File: config.mk
export PLATFORM = sky130hd
export DESIGN_NAME = refcounted_entry_cache
export DESIGN_NICKNAME = d
export VERILOG_FILES = /design/src/sv/rec_pkg.sv /design/src/sv/rec_ctrl.sv /design/src/sv/rec_datapath.sv /design/src/sv/refcounted_entry_cache.sv
export SDC_FILE = /design/constraint.sdc
export NUM_CORES = 1
export LEC_CHECK = 0
export BUFFER_PORTS_ARGS = -buffer_cell sky130_fd_sc_hd__buf_4
export CORE_MARGIN = 3
export CORE_UTILIZATION = 47
export CTS_BUF_LIST = sky130_fd_sc_hd__clkbuf_8
export DETAILED_ROUTE_END_ITERATION = 12
export SLEW_MARGIN = 15
export SYNTH_ARGS = -nofsm -noshare
export SYNTH_HDL_FRONTEND = slang
export SYNTH_SLANG_ARGS = --single-unit
File: constraint.sdc
create_clock -name clk -period 5.1 [get_ports clk]
set_input_delay 0.51 -clock clk [delete_from_list [all_inputs] [get_ports clk]]
set_output_delay 0.51 -clock clk [all_outputs]
set_load 0.02 [all_outputs]
File: src/sv/rec_pkg.sv
package rec_pkg;

    localparam int KEY_W  = 16;
    localparam int SLOT_W = 5;
    localparam int OP_W   = 2;
    localparam int ST_W   = 2;

    typedef enum logic [OP_W-1:0] {
        OP_ACQ  = 2'd0,
        OP_DUP  = 2'd1,
        OP_REL  = 2'd2,
        OP_NONE = 2'd3
    } op_t;

    typedef enum logic [ST_W-1:0] {
        ST_OK    = 2'd0,
        ST_FULL  = 2'd1,
        ST_UNDER = 2'd2,
        ST_OVER  = 2'd3
    } status_t;

    typedef enum logic [1:0] {
        S_IDLE,
        S_SCAN,
        S_FETCH,
        S_DONE
    } state_t;

    typedef struct packed {
        logic load;
        logic scan_rd;
        logic one_rd;
        logic eval;
        logic commit;
    } cmd_t;

    typedef struct packed {
        logic in_acq;
        logic in_direct;
        logic scan_left;
        logic match;
        logic last_eval;
        logic out_busy;
    } sts_t;

endpackage

File: src/sv/rec_ctrl.sv
module rec_ctrl (
    input  logic          clk,
    input  logic          rst_n,
    input  logic          in_valid,
    output logic          in_ready,
    input  rec_pkg::sts_t sts,
    output rec_pkg::cmd_t cmd
);

    rec_pkg::state_t state_reg;
    rec_pkg::state_t state_next;

    always_ff @(posedge clk or negedge rst_n)
    begin
        if (!rst_n)
        begin
            state_reg <= rec_pkg::S_IDLE;
        end
        else
        begin
            state_reg <= state_next;
        end
    end

    always_comb
    begin
        state_next = state_reg;
        case (state_reg)
            rec_pkg::S_IDLE:
            begin
                if (in_valid)
                begin
                    if (sts.in_acq)
                    begin
                        state_next = rec_pkg::S_SCAN;
                    end
                    else if (sts.in_direct)
                    begin
                        state_next = rec_pkg::S_DONE;
                    end
                    else
                    begin
                        state_next = rec_pkg::S_FETCH;
                    end
                end
            end
            rec_pkg::S_SCAN:
            begin
                if (sts.match || sts.last_eval)
                begin
                    state_next = rec_pkg::S_DONE;
                end
            end
            rec_pkg::S_FETCH:
            begin
                state_next = rec_pkg::S_DONE;
            end
            rec_pkg::S_DONE:
            begin
                if (!sts.out_busy)
                begin
                    state_next = rec_pkg::S_IDLE;
                end
            end
            default:
            begin
                state_next = rec_pkg::S_IDLE;
            end
        endcase
    end

    always_comb
    begin
        cmd      = '0;
        in_ready = 1'b0;
        case (state_reg)
            rec_pkg::S_IDLE:
            begin
                in_ready = 1'b1;
                cmd.load = in_valid;
            end
            rec_pkg::S_SCAN:
            begin
                cmd.eval    = 1'b1;
                cmd.scan_rd = sts.scan_left && !sts.match;
            end
            rec_pkg::S_FETCH:
            begin
                cmd.one_rd = 1'b1;
            end
            rec_pkg::S_DONE:
            begin
                cmd.commit = !sts.out_busy;
            end
            default:
            begin
                cmd = '0;
            end
        endcase
    end

endmodule

File: src/sv/rec_datapath.sv
module rec_datapath #(
    parameter int ENTRIES    = 32,
    parameter int COUNT_BITS = 8
) (
    input  logic                        clk,
    input  logic                        rst_n,
    input  rec_pkg::cmd_t               cmd,
    output rec_pkg::sts_t               sts,
    input  logic [rec_pkg::OP_W-1:0]    op,
    input  logic [rec_pkg::KEY_W-1:0]   key,
    input  logic [rec_pkg::SLOT_W-1:0]  slot_in,
    input  logic                        links_zero,
    output logic                        out_valid,
    input  logic                        out_ready,
    output logic [rec_pkg::SLOT_W-1:0]  slot_out,
    output logic                        hit,
    output logic                        fresh,
    output logic                        destroy,
    output logic [rec_pkg::ST_W-1:0]    status
);

    localparam int IDX_W  = $clog2(ENTRIES);
    localparam int SLOT_W = rec_pkg::SLOT_W;
    localparam int KEY_W  = rec_pkg::KEY_W;
    localparam logic [COUNT_BITS-1:0] CNT_MAX = '1;
    localparam logic [COUNT_BITS-1:0] CNT_ONE = COUNT_BITS'(1);
    localparam logic [IDX_W-1:0] IDX_LAST = IDX_W'(ENTRIES - 1);
    localparam logic [IDX_W:0] SCAN_END = (IDX_W + 1)'(ENTRIES);

    logic [COUNT_BITS-1:0] cnt_mem [ENTRIES];
    logic [KEY_W-1:0]      key_mem [ENTRIES];
    logic [ENTRIES-1:0]    vld_reg;

    rec_pkg::op_t       op_reg;
    logic [KEY_W-1:0]   key_reg;
    logic [SLOT_W-1:0]  slot_reg;
    logic               lz_reg;

    logic [IDX_W:0]          scan_reg;
    logic                    rd_pend_reg;
    logic [IDX_W-1:0]        rd_idx_reg;
    logic [KEY_W-1:0]        rd_key_reg;
    logic [COUNT_BITS-1:0]   rd_cnt_reg;
    logic                    rd_vld_reg;
    logic                    hit_reg;
    logic                    free_reg;
    logic [IDX_W-1:0]        free_idx_reg;

    logic                    out_valid_reg;
    logic [SLOT_W-1:0]       slot_out_reg;
    logic                    hit_out_reg;
    logic                    fresh_reg;
    logic                    destroy_reg;
    rec_pkg::status_t        status_reg;

    logic [COUNT_BITS-1:0]     cur_cnt;
    logic                      match;
    logic                      rd_en;
    logic [IDX_W-1:0]          rd_addr;
    logic [IDX_W+SLOT_W-1:0]   slot_ext;
    logic [IDX_W-1:0]          slot_idx;
    logic [IDX_W+SLOT_W-1:0]   rd_ext;
    logic [IDX_W+SLOT_W-1:0]   free_ext;
    logic                      slot_oob;

    logic                      cnt_we;
    logic                      key_we;
    logic [IDX_W-1:0]          wr_idx;
    logic [COUNT_BITS-1:0]     wr_cnt;
    logic [SLOT_W-1:0]         res_slot;
    logic                      res_hit;
    logic                      res_fresh;
    logic                      res_destroy;
    rec_pkg::status_t          res_status;

    assign cur_cnt  = rd_vld_reg ? rd_cnt_reg : '0;
    assign match    = rd_pend_reg && (cur_cnt != '0) && (rd_key_reg == key_reg);
    assign slot_ext = {{IDX_W{1'b0}}, slot_reg};
    assign slot_idx = slot_ext[IDX_W-1:0];
    assign rd_ext   = {{SLOT_W{1'b0}}, rd_idx_reg};
    assign free_ext = {{SLOT_W{1'b0}}, free_idx_reg};
    assign slot_oob = 32'(slot_reg) >= ENTRIES;
    assign rd_en    = cmd.scan_rd || cmd.one_rd;
    assign rd_addr  = cmd.one_rd ? slot_idx : scan_reg[IDX_W-1:0];

    assign sts.in_acq    = rec_pkg::op_t'(op) == rec_pkg::OP_ACQ;
    assign sts.in_direct = (rec_pkg::op_t'(op) == rec_pkg::OP_NONE)
                           || (32'(slot_in) >= ENTRIES);
    assign sts.scan_left = scan_reg < SCAN_END;
    assign sts.match     = match;
    assign sts.last_eval = rd_pend_reg && (rd_idx_reg == IDX_LAST);
    assign sts.out_busy  = out_valid_reg && !out_ready;

    always_ff @(posedge clk)
    begin
        if (cmd.load)
        begin
            op_reg   <= rec_pkg::op_t'(op);
            key_reg  <= key;
            slot_reg <= slot_in;
            lz_reg   <= links_zero;
        end
    end

    always_ff @(posedge clk or negedge rst_n)
    begin
        if (!rst_n)
        begin
            scan_reg    <= '0;
            rd_pend_reg <= 1'b0;
            hit_reg     <= 1'b0;
            free_reg    <= 1'b0;
        end
        else
        begin
            rd_pend_reg <= rd_en;
            if (cmd.load)
            begin
                scan_reg <= '0;
                hit_reg  <= 1'b0;
                free_reg <= 1'b0;
            end
            else
            begin
                if (cmd.scan_rd)
                begin
                    scan_reg <= scan_reg + 1'b1;
                end
                if (cmd.eval && match)
                begin
                    hit_reg <= 1'b1;
                end
                if (cmd.eval && rd_pend_reg && (cur_cnt == '0) && !free_reg)
                begin
                    free_reg <= 1'b1;
                end
            end
        end
    end

    always_ff @(posedge clk)
    begin
        if (cmd.eval && rd_pend_reg && (cur_cnt == '0) && !free_reg)
        begin
            free_idx_reg <= rd_idx_reg;
        end
    end

    always_comb
    begin
        cnt_we      = 1'b0;
        key_we      = 1'b0;
        wr_idx      = rd_idx_reg;
        wr_cnt      = cur_cnt;
        res_slot    = '0;
        res_hit     = 1'b0;
        res_fresh   = 1'b0;
        res_destroy = 1'b0;
        res_status  = rec_pkg::ST_OK;
        case (op_reg)
            rec_pkg::OP_ACQ:
            begin
                if (hit_reg)
                begin
                    res_slot = rd_ext[SLOT_W-1:0];
                    res_hit  = 1'b1;
                    if (cur_cnt == CNT_MAX)
                    begin
                        res_status = rec_pkg::ST_OVER;
                    end
                    else
                    begin
                        cnt_we = 1'b1;
                        wr_cnt = cur_cnt + CNT_ONE;
                    end
                end
                else if (free_reg)
                begin
                    wr_idx    = free_idx_reg;
                    wr_cnt    = CNT_ONE;
                    cnt_we    = 1'b1;
                    key_we    = 1'b1;
                    res_slot  = free_ext[SLOT_W-1:0];
                    res_fresh = 1'b1;
                end
                else
                begin
                    res_status = rec_pkg::ST_FULL;
                end
            end
            rec_pkg::OP_DUP:
            begin
                res_slot = slot_reg;
                if (!slot_oob)
                begin
                    if (cur_cnt == CNT_MAX)
                    begin
                        res_status = rec_pkg::ST_OVER;
                    end
                    else
                    begin
                        cnt_we = 1'b1;
                        wr_cnt = cur_cnt + CNT_ONE;
                    end
                end
            end
            rec_pkg::OP_REL:
            begin
                res_slot = slot_reg;
                if (!slot_oob)
                begin
                    if (cur_cnt == '0)
                    begin
                        res_status = rec_pkg::ST_UNDER;
                    end
                    else
                    begin
                        cnt_we      = 1'b1;
                        wr_cnt      = cur_cnt - CNT_ONE;
                        res_destroy = (cur_cnt == CNT_ONE) && lz_reg;
                    end
                end
            end
            default:
            begin
                res_slot = '0;
            end
        endcase
        cnt_we = cnt_we && cmd.commit;
        key_we = key_we && cmd.commit;
    end

    always_ff @(posedge clk)
    begin
        if (cnt_we)
        begin
            cnt_mem[wr_idx] <= wr_cnt;
        end
        if (key_we)
        begin
            key_mem[wr_idx] <= key_reg;
        end
        if (rd_en)
        begin
            rd_cnt_reg <= cnt_mem[rd_addr];
            rd_key_reg <= key_mem[rd_addr];
            rd_vld_reg <= vld_reg[rd_addr];
            rd_idx_reg <= rd_addr;
        end
    end

    always_ff @(posedge clk or negedge rst_n)
    begin
        if (!rst_n)
        begin
            vld_reg <= '0;
        end
        else if (cnt_we)
        begin
            vld_reg[wr_idx] <= 1'b1;
        end
    end

    always_ff @(posedge clk or negedge rst_n)
    begin
        if (!rst_n)
        begin
            out_valid_reg <= 1'b0;
        end
        else if (cmd.commit)
        begin
            out_valid_reg <= 1'b1;
        end
        else if (out_ready)
        begin
            out_valid_reg <= 1'b0;
        end
    end

    always_ff @(posedge clk)
    begin
        if (cmd.commit)
        begin
            slot_out_reg <= res_slot;
            hit_out_reg  <= res_hit;
            fresh_reg    <= res_fresh;
            destroy_reg  <= res_destroy;
            status_reg   <= res_status;
        end
    end

    assign out_valid = out_valid_reg;
    assign slot_out  = slot_out_reg;
    assign hit       = hit_out_reg;
    assign fresh     = fresh_reg;
    assign destroy   = destroy_reg;
    assign status    = status_reg;

    a_one_read_port: assert property (@(posedge clk) disable iff (!rst_n)
        !(cmd.scan_rd && cmd.one_rd))
        else $error("scan read and slot read issued together");

    a_commit_free: assert property (@(posedge clk) disable iff (!rst_n)
        cmd.commit |-> !(out_valid_reg && !out_ready))
        else $error("result committed over a pending result");

    a_commit_shows: assert property (@(posedge clk) disable iff (!rst_n)
        cmd.commit |=> out_valid_reg)
        else $error("committed result not presented");

    a_no_rw_clash: assert property (@(posedge clk) disable iff (!rst_n)
        (cnt_we || key_we) |-> !rd_en)
        else $error("slot write during a slot read");

endmodule

File: src/sv/refcounted_entry_cache.sv
// Reference-counted slot cache. One request at a time: acquire scans the slot
// table through the single read port of the slot memory, one slot per cycle,
// and stops early when the key hits; duplicate and release read one slot; an
// unused op or an out-of-range slot reads none. Counts come out of reset as
// zero through per-slot valid bits, so no clearing pass is needed. A finished
// result waits in the output register while the next request is accepted.
module refcounted_entry_cache #(
    parameter int ENTRIES    = 32,
    parameter int COUNT_BITS = 8
) (
    input  logic                        clk,
    input  logic                        rst_n,
    input  logic                        in_valid,
    output logic                        in_ready,
    input  logic [rec_pkg::OP_W-1:0]    op,
    input  logic [rec_pkg::KEY_W-1:0]   key,
    input  logic [rec_pkg::SLOT_W-1:0]  slot_in,
    input  logic                        links_zero,
    output logic                        out_valid,
    input  logic                        out_ready,
    output logic [rec_pkg::SLOT_W-1:0]  slot_out,
    output logic                        hit,
    output logic                        fresh,
    output logic                        destroy,
    output logic [rec_pkg::ST_W-1:0]    status
);

    rec_pkg::cmd_t cmd;
    rec_pkg::sts_t sts;

    rec_ctrl u_ctrl (
        .clk      (clk),
        .rst_n    (rst_n),
        .in_valid (in_valid),
        .in_ready (in_ready),
        .sts      (sts),
        .cmd      (cmd)
    );

    rec_datapath #(
        .ENTRIES    (ENTRIES),
        .COUNT_BITS (COUNT_BITS)
    ) u_datapath (
        .clk        (clk),
        .rst_n      (rst_n),
        .cmd        (cmd),
        .sts        (sts),
        .op         (op),
        .key        (key),
        .slot_in    (slot_in),
        .links_zero (links_zero),
        .out_valid  (out_valid),
        .out_ready  (out_ready),
        .slot_out   (slot_out),
        .hit        (hit),
        .fresh      (fresh),
        .destroy    (destroy),
        .status     (status)
    );

endmodule
### Yosys cells after proc, flatten, opt, wreduce, memory -nomap -nowiden

Memory sizes are Yosys's and may differ from the RTL's. A register that Yosys moved wholly into a read port is not among the register bits.
Index checks and enable logic that the tools add are counted.

* bits in registers: 89
* RAM bits: 768
* input port bits: 28
* output and inout port bits: 12
* word-level logic and storage cells: 128
* memories kept: 2

Memory list
* u_datapath.key_mem: words 32, bits a word 16, rd ports 1, clocked after Yosys merged registers in 1, wr ports 1, RTL line rec_datapath.sv:31 `logic [KEY_W-1:0] key_mem [ENTRIES];`
* u_datapath.cnt_mem: words 32, bits a word 8, rd ports 1, clocked after Yosys merged registers in 1, wr ports 1, RTL line rec_datapath.sv:30 `logic [COUNT_BITS-1:0] cnt_mem [ENTRIES];`

* $add $sub $neg: 3
* magnitude comparators: 4
* equality and inequality tests: 13
* multiplexer cells: 54
* bitwise gates (word level): 2
* reduce and logical (&&, ||, !) cells: 31

Operators by type and width (number)
* $mux W8: 5
* $or A32 B32 Y32: 1
* $mux W5: 6
* $mux W1: 27
* $pmux W8 S3: 1
* $eq A16 B16 Y1: 1
* $mux W2: 7
* $logic_and A1 B1 Y1: 13
* $lt A5 B6 Y1 const B: 2
* $mux W6: 2
* $pmux W5 S2: 1
* $add A8 B1 Y8 const B: 1
* $eq A2 B2 Y1 const B: 4
* $eq A8 B1 Y1 const B: 1
* $eq A8 B8 Y1 const B: 1
* $logic_not A8 Y1: 1
* $pmux W2 S4: 1
* $reduce_bool A2 Y1: 4
* $reduce_bool A8 Y1: 1
* $sub A8 B1 Y8 const B: 1
* $add A6 B1 Y6 const B: 1
* $logic_not A2 Y1: 3
* $lt A6 B6 Y1 const B: 1
* $pmux W2 S3: 1
* other kinds (13): 20

### Depth between registers and ports, before layout

* depth after elaboration: 9
* gate-level depth with buffers: 11

### Hierarchy

From an unflattened synthesis, not the netlist that was laid out.

* cell total of the unflattened synthesis: 2585
* area total of the unflattened synthesis: 37054.3 sq um

By module, submodules not included
* rec_datapath: instances 1, cells each 2564, area each 36845.3 sq um
* rec_ctrl: instances 1, cells each 21, area each 209.0 sq um

### Worst setup path before layout

OpenSTA, ideal clock, no wires.

* path kind: register -> register
* start point: register u_datapath.rd_vld_reg
* end point: memory u_datapath.cnt_mem[0][2] (data pin)
* setup time: 0.473 ns
* arrival: 2.843 ns
* required time: 4.627 ns
* setup slack: 1.784 ns
* cell stages (with the launch flop): 10
* path buffers: 1
* clock period less this slack: 3.316 ns
* cells stage by stage: edfxtp_1 -> buf_4 -> nand2_1 -> inv_1 -> ha_1 -> and4_1 -> nand3_2 -> a21oi_1 -> nor3_1 -> o32ai_1

* longest elaborated chain between the ends: 5

Ends and longest elaborated chain
* from (decl): RTL line rec_datapath.sv:44 `logic rd_vld_reg;`
* from (signal assigned): RTL line rec_datapath.sv:247 `rd_vld_reg <= vld_reg[rd_addr];`
* $mux W8 (*): RTL line rec_datapath.sv:76 `assign cur_cnt = rd_vld_reg ? rd_cnt_reg : '0;`
* $add A8 B1 Y8 or $eq A8 B8 Y1 (tied branches)
* $mux W8: RTL line rec_datapath.sv:167, rec_datapath.sv:196
* $mux W8: RTL line rec_datapath.sv:163 `if (hit_reg)`
* $pmux W8 S3 (*): RTL line rec_datapath.sv:160 `case (op_reg)`
* named net u_datapath.wr_cnt[2]: RTL line rec_datapath.sv:69 `logic [COUNT_BITS-1:0] wr_cnt;`
* to (decl): RTL line rec_datapath.sv:30

The timed path passes the listed nets; every way through them passes the cells marked *.

### Final worst setup path

* start point: register u_ctrl.state_reg[0]
* end point: register u_datapath.rd_cnt_reg[3], read port of u_datapath.cnt_mem (data pin)

* longest elaborated chain between the ends: 3

Ends and longest elaborated chain
* from (decl): RTL line rec_ctrl.sv:10 `rec_pkg::state_t state_reg;`
* from (signal assigned): RTL line rec_ctrl.sv:17 `state_reg <= rec_pkg::S_IDLE;`
* from (signal assigned): RTL line rec_ctrl.sv:21 `state_reg <= state_next;`
* $eq A2 B2 Y1 or $eq A2 B1 Y1 (tied branches): RTL line rec_ctrl.sv:76 `case (state_reg)`
* $mux W1: RTL line rec_ctrl.sv:76
* $mux W5 or $logic_or A1 B1 Y1 (tied branches): RTL line rec_datapath.sv:84, rec_datapath.sv:83
* to (decl): RTL line rec_datapath.sv:43 `logic [COUNT_BITS-1:0] rd_cnt_reg;`

Several ways; a longest one is shown, not always the timed one.
A chain may end at the register's enable or synchronous reset.

==> reports/metrics.cfg <==
[detailed_routing]
vias_per_cell=5.85
wl_per_cell_um=23.7
drcViolationCount=0
drt-initial-drc-count=2658
route.vias.total=23179
ant_nets=0
wl_um=94000
firstDrtPassIters=10

[sta]
finalSetupTns_ns=0
max_freq_ghz=0.242
finClkSkew_ns=0.0345
setup_viol=0
worst_pin_slew_ns=1.21
finalCritPeriodShare=0.809
fin_crit_ns=4.13
hold_viol=0
slew_headroom=0.193
rsz0062_at_grt=false
drv_slew=0

[place]
placed_cell_area_um2=37100
globalplace.congestion=0.896
dpl.hpwl_um=53500
placement.io_buffers=39

[cells_and_area]
largest_reg_flops=512
syn2layout_area_growth_pct=13.2
multi_input_area_um2=8480
fin_area_um2=40000
drive_gt1_frac=0.116
regArea_um2=26200
fin_nets=2924
nFillCells=6047

[cts]
htree_levels=4
clock_latency_ns=0.79
post-cts-setup-buffer-count=0
cts.sinks=881
clk_root_buffer_cell=clkbuf_8
clock_path_buffers=3
path_clk_slew_ns=0.06
cts_buffers=146
cts_tree=yes

[synth]
yosys_warnings=0
syn_avg_cell_area_um2=12.9
ys_seq_area_frac=0.742
yosysMostFrequentCell=nand2_1
ys_types=61
yosys-top-cells-area=edfxtp_1 (71%), nand2_1 (9.0%), a31oi_1 (3.6%)
syn_nets=2782
netlist_area_um2=35400
synth_edf_count=837
ys.flop_type=edfxtp_1
async_reset_ff_frac=0.0499
ys_seq_elements=881
syn_inst=2742
yosysTopAreaCellShare=0.711
yosysTopAreaCell=edfxtp_1
synthTopCellsByCount=nand2_1 (851), edfxtp_1 (837), a31oi_1 (203)

[grt]
grt-ovfl-total=0
grt_pass1_vias=22437
grt_max_degree=210
grt_pass1_wl_um=141000
grt_use_total=0.240
antenna_found_initial=3

[floorplan]
die-area_um2=78600
die_height_um=280
io_pins=40
coreArea_um2=73700
initial_utilization=0.480
die_x_um=280
rows=99

[worst_setup_path]
r2r_cells=9
critPathCaptureType=register
timing.rr.end=u_datapath.rd_cnt_reg[3]
r2r_setup_slack_ns=0.97
critPathArrivalTime_ns=4.61
critPathKind=register to register
cp_max_fo=191
rr_startpoint=u_ctrl.state_reg[0]
start_kind=register
required_ns=5.58

[outcome]
status=finished clean

[power]
p_per_area_nw_per_um2=558
p_leak_uw=0.0146
vdd_drop_max_mv=0.465

[min_path]
hold_end=u_datapath.scan_reg[4]
hold_class=primary input to register
hold_start=in_valid
hold_depth=4

[job]
max_cap_violations=0

[cell usage in the layout, fill, tap and decap left out, drive strengths merged, types with 12 or more instances in the layout]
cell,netlist,routed
nand2,851,851
edfxtp,837,837
a31oi,203,203
and3,202,202
clkbuf,95,150
buf,70,133
o22ai,108,108
inv,19,81
nor2,79,79
clkinv,2,45
dfrtp,44,44
nor4,37,37
dlygate4sd3,0,26
or2,26,26
a21oi,22,22
o21ai,17,17
nand2b,12,12
ha,12,12
[what timing repair did]
item                      in CTS  in global routing
gates resized for setup        0                  0
hold endpoints to repair      69                  0
hold buffers                  26                  0
[cell families (layout without fill, tap and decap cells)]
| kind of cell | Yosys count | in the layout | synth area share |
|---|---|---|---|
| other | 0 | 2 | 0 |
| AND/OR/NAND/NOR | 1254 | 1254 | 0.156 |
| flip-flops | 881 | 881 | 0.742 |
| AO/OA/AOI/OAI | 388 | 388 | 0.0698 |
| multiplexers | 7 | 7 | 0.00244 |
| buffers and inverters | 186 | 442 | 0.0218 |
| XOR/XNOR | 14 | 14 | 0.00347 |
| adder cells (fa/ha/maj) | 12 | 12 | 0.00425 |
[critical path, stage by stage, from the launching register on]
cell and delay (ns):
dfrtp_1 0.41, inv_1 0.10, ha_1 0.56, mux2i_4 0.50
buf_12 0.62, nand2_1 0.10, and3_1 0.20, a31oi_1 0.35
o22ai_1 0.19, nor4_1 0.58
[worst max-delay path by stage]
| stage | from | end | slack (ns) |
|---|---|---|---|
| CTS | u_ctrl.state_reg[0] | u_datapath.rd_cnt_reg[3] | 1.09 |
| global placement | u_datapath.op_reg[0] | u_datapath.cnt_mem[19][7] | 1.21 |
| global route | u_ctrl.state_reg[0] | u_datapath.rd_cnt_reg[3] | 0.84 |
| floorplan | u_datapath.rd_vld_reg | u_datapath.cnt_mem[0][2] | 1.78 |
| finish | u_ctrl.state_reg[0] | u_datapath.rd_cnt_reg[3] | 0.97 |
| detailed placement | u_ctrl.state_reg[0] | u_datapath.rd_cnt_reg[3] | 1.16 |
[final cells by class]
class | count | share of cell area
Clock inverter | 112 | 0.0153
Inverter | 21 | 0.00222
Timing Repair Buffer | 159 | 0.0340
Multi-Input combinational cell | 1675 | 0.212
Clock buffer | 150 | 0.0515
Antenna cell | 2 | 0.000125
Tap cell | 959 | 0.0300
Sequential cell | 881 | 0.655
[per-layer routing]
metal	wire, µm	GRT usage
met4	1670	0.0640
met5	26	0
met3	7930	0.0523
met2	42800	0.364
met1	41600	0.354
[power by group]
group          internal [µW]  leakage [µW]  switching (µW)
logic                   2170       0.00488            5180
clock network           2910       0.00157            2820
registers               8970       0.00817             293
total                  14000        0.0146            8290
[stage by stage]
stage	total power, µW	util	std cells	setup slack [ns]	hold slack, ns
final	22300	0.543	3959	0.974	0.132
after global routing	23400	0.543	3958	0.839	0.130
after CTS	22400	0.543	3956	1.09	0.0602
after detailed placement	16700	0.503	3668	1.16	0.451
after global placement	16500	0.503	3666	1.21	0.447
after floorplan	14000	-	2742	1.78	0.214
Power figures use the tool's default switching activity.
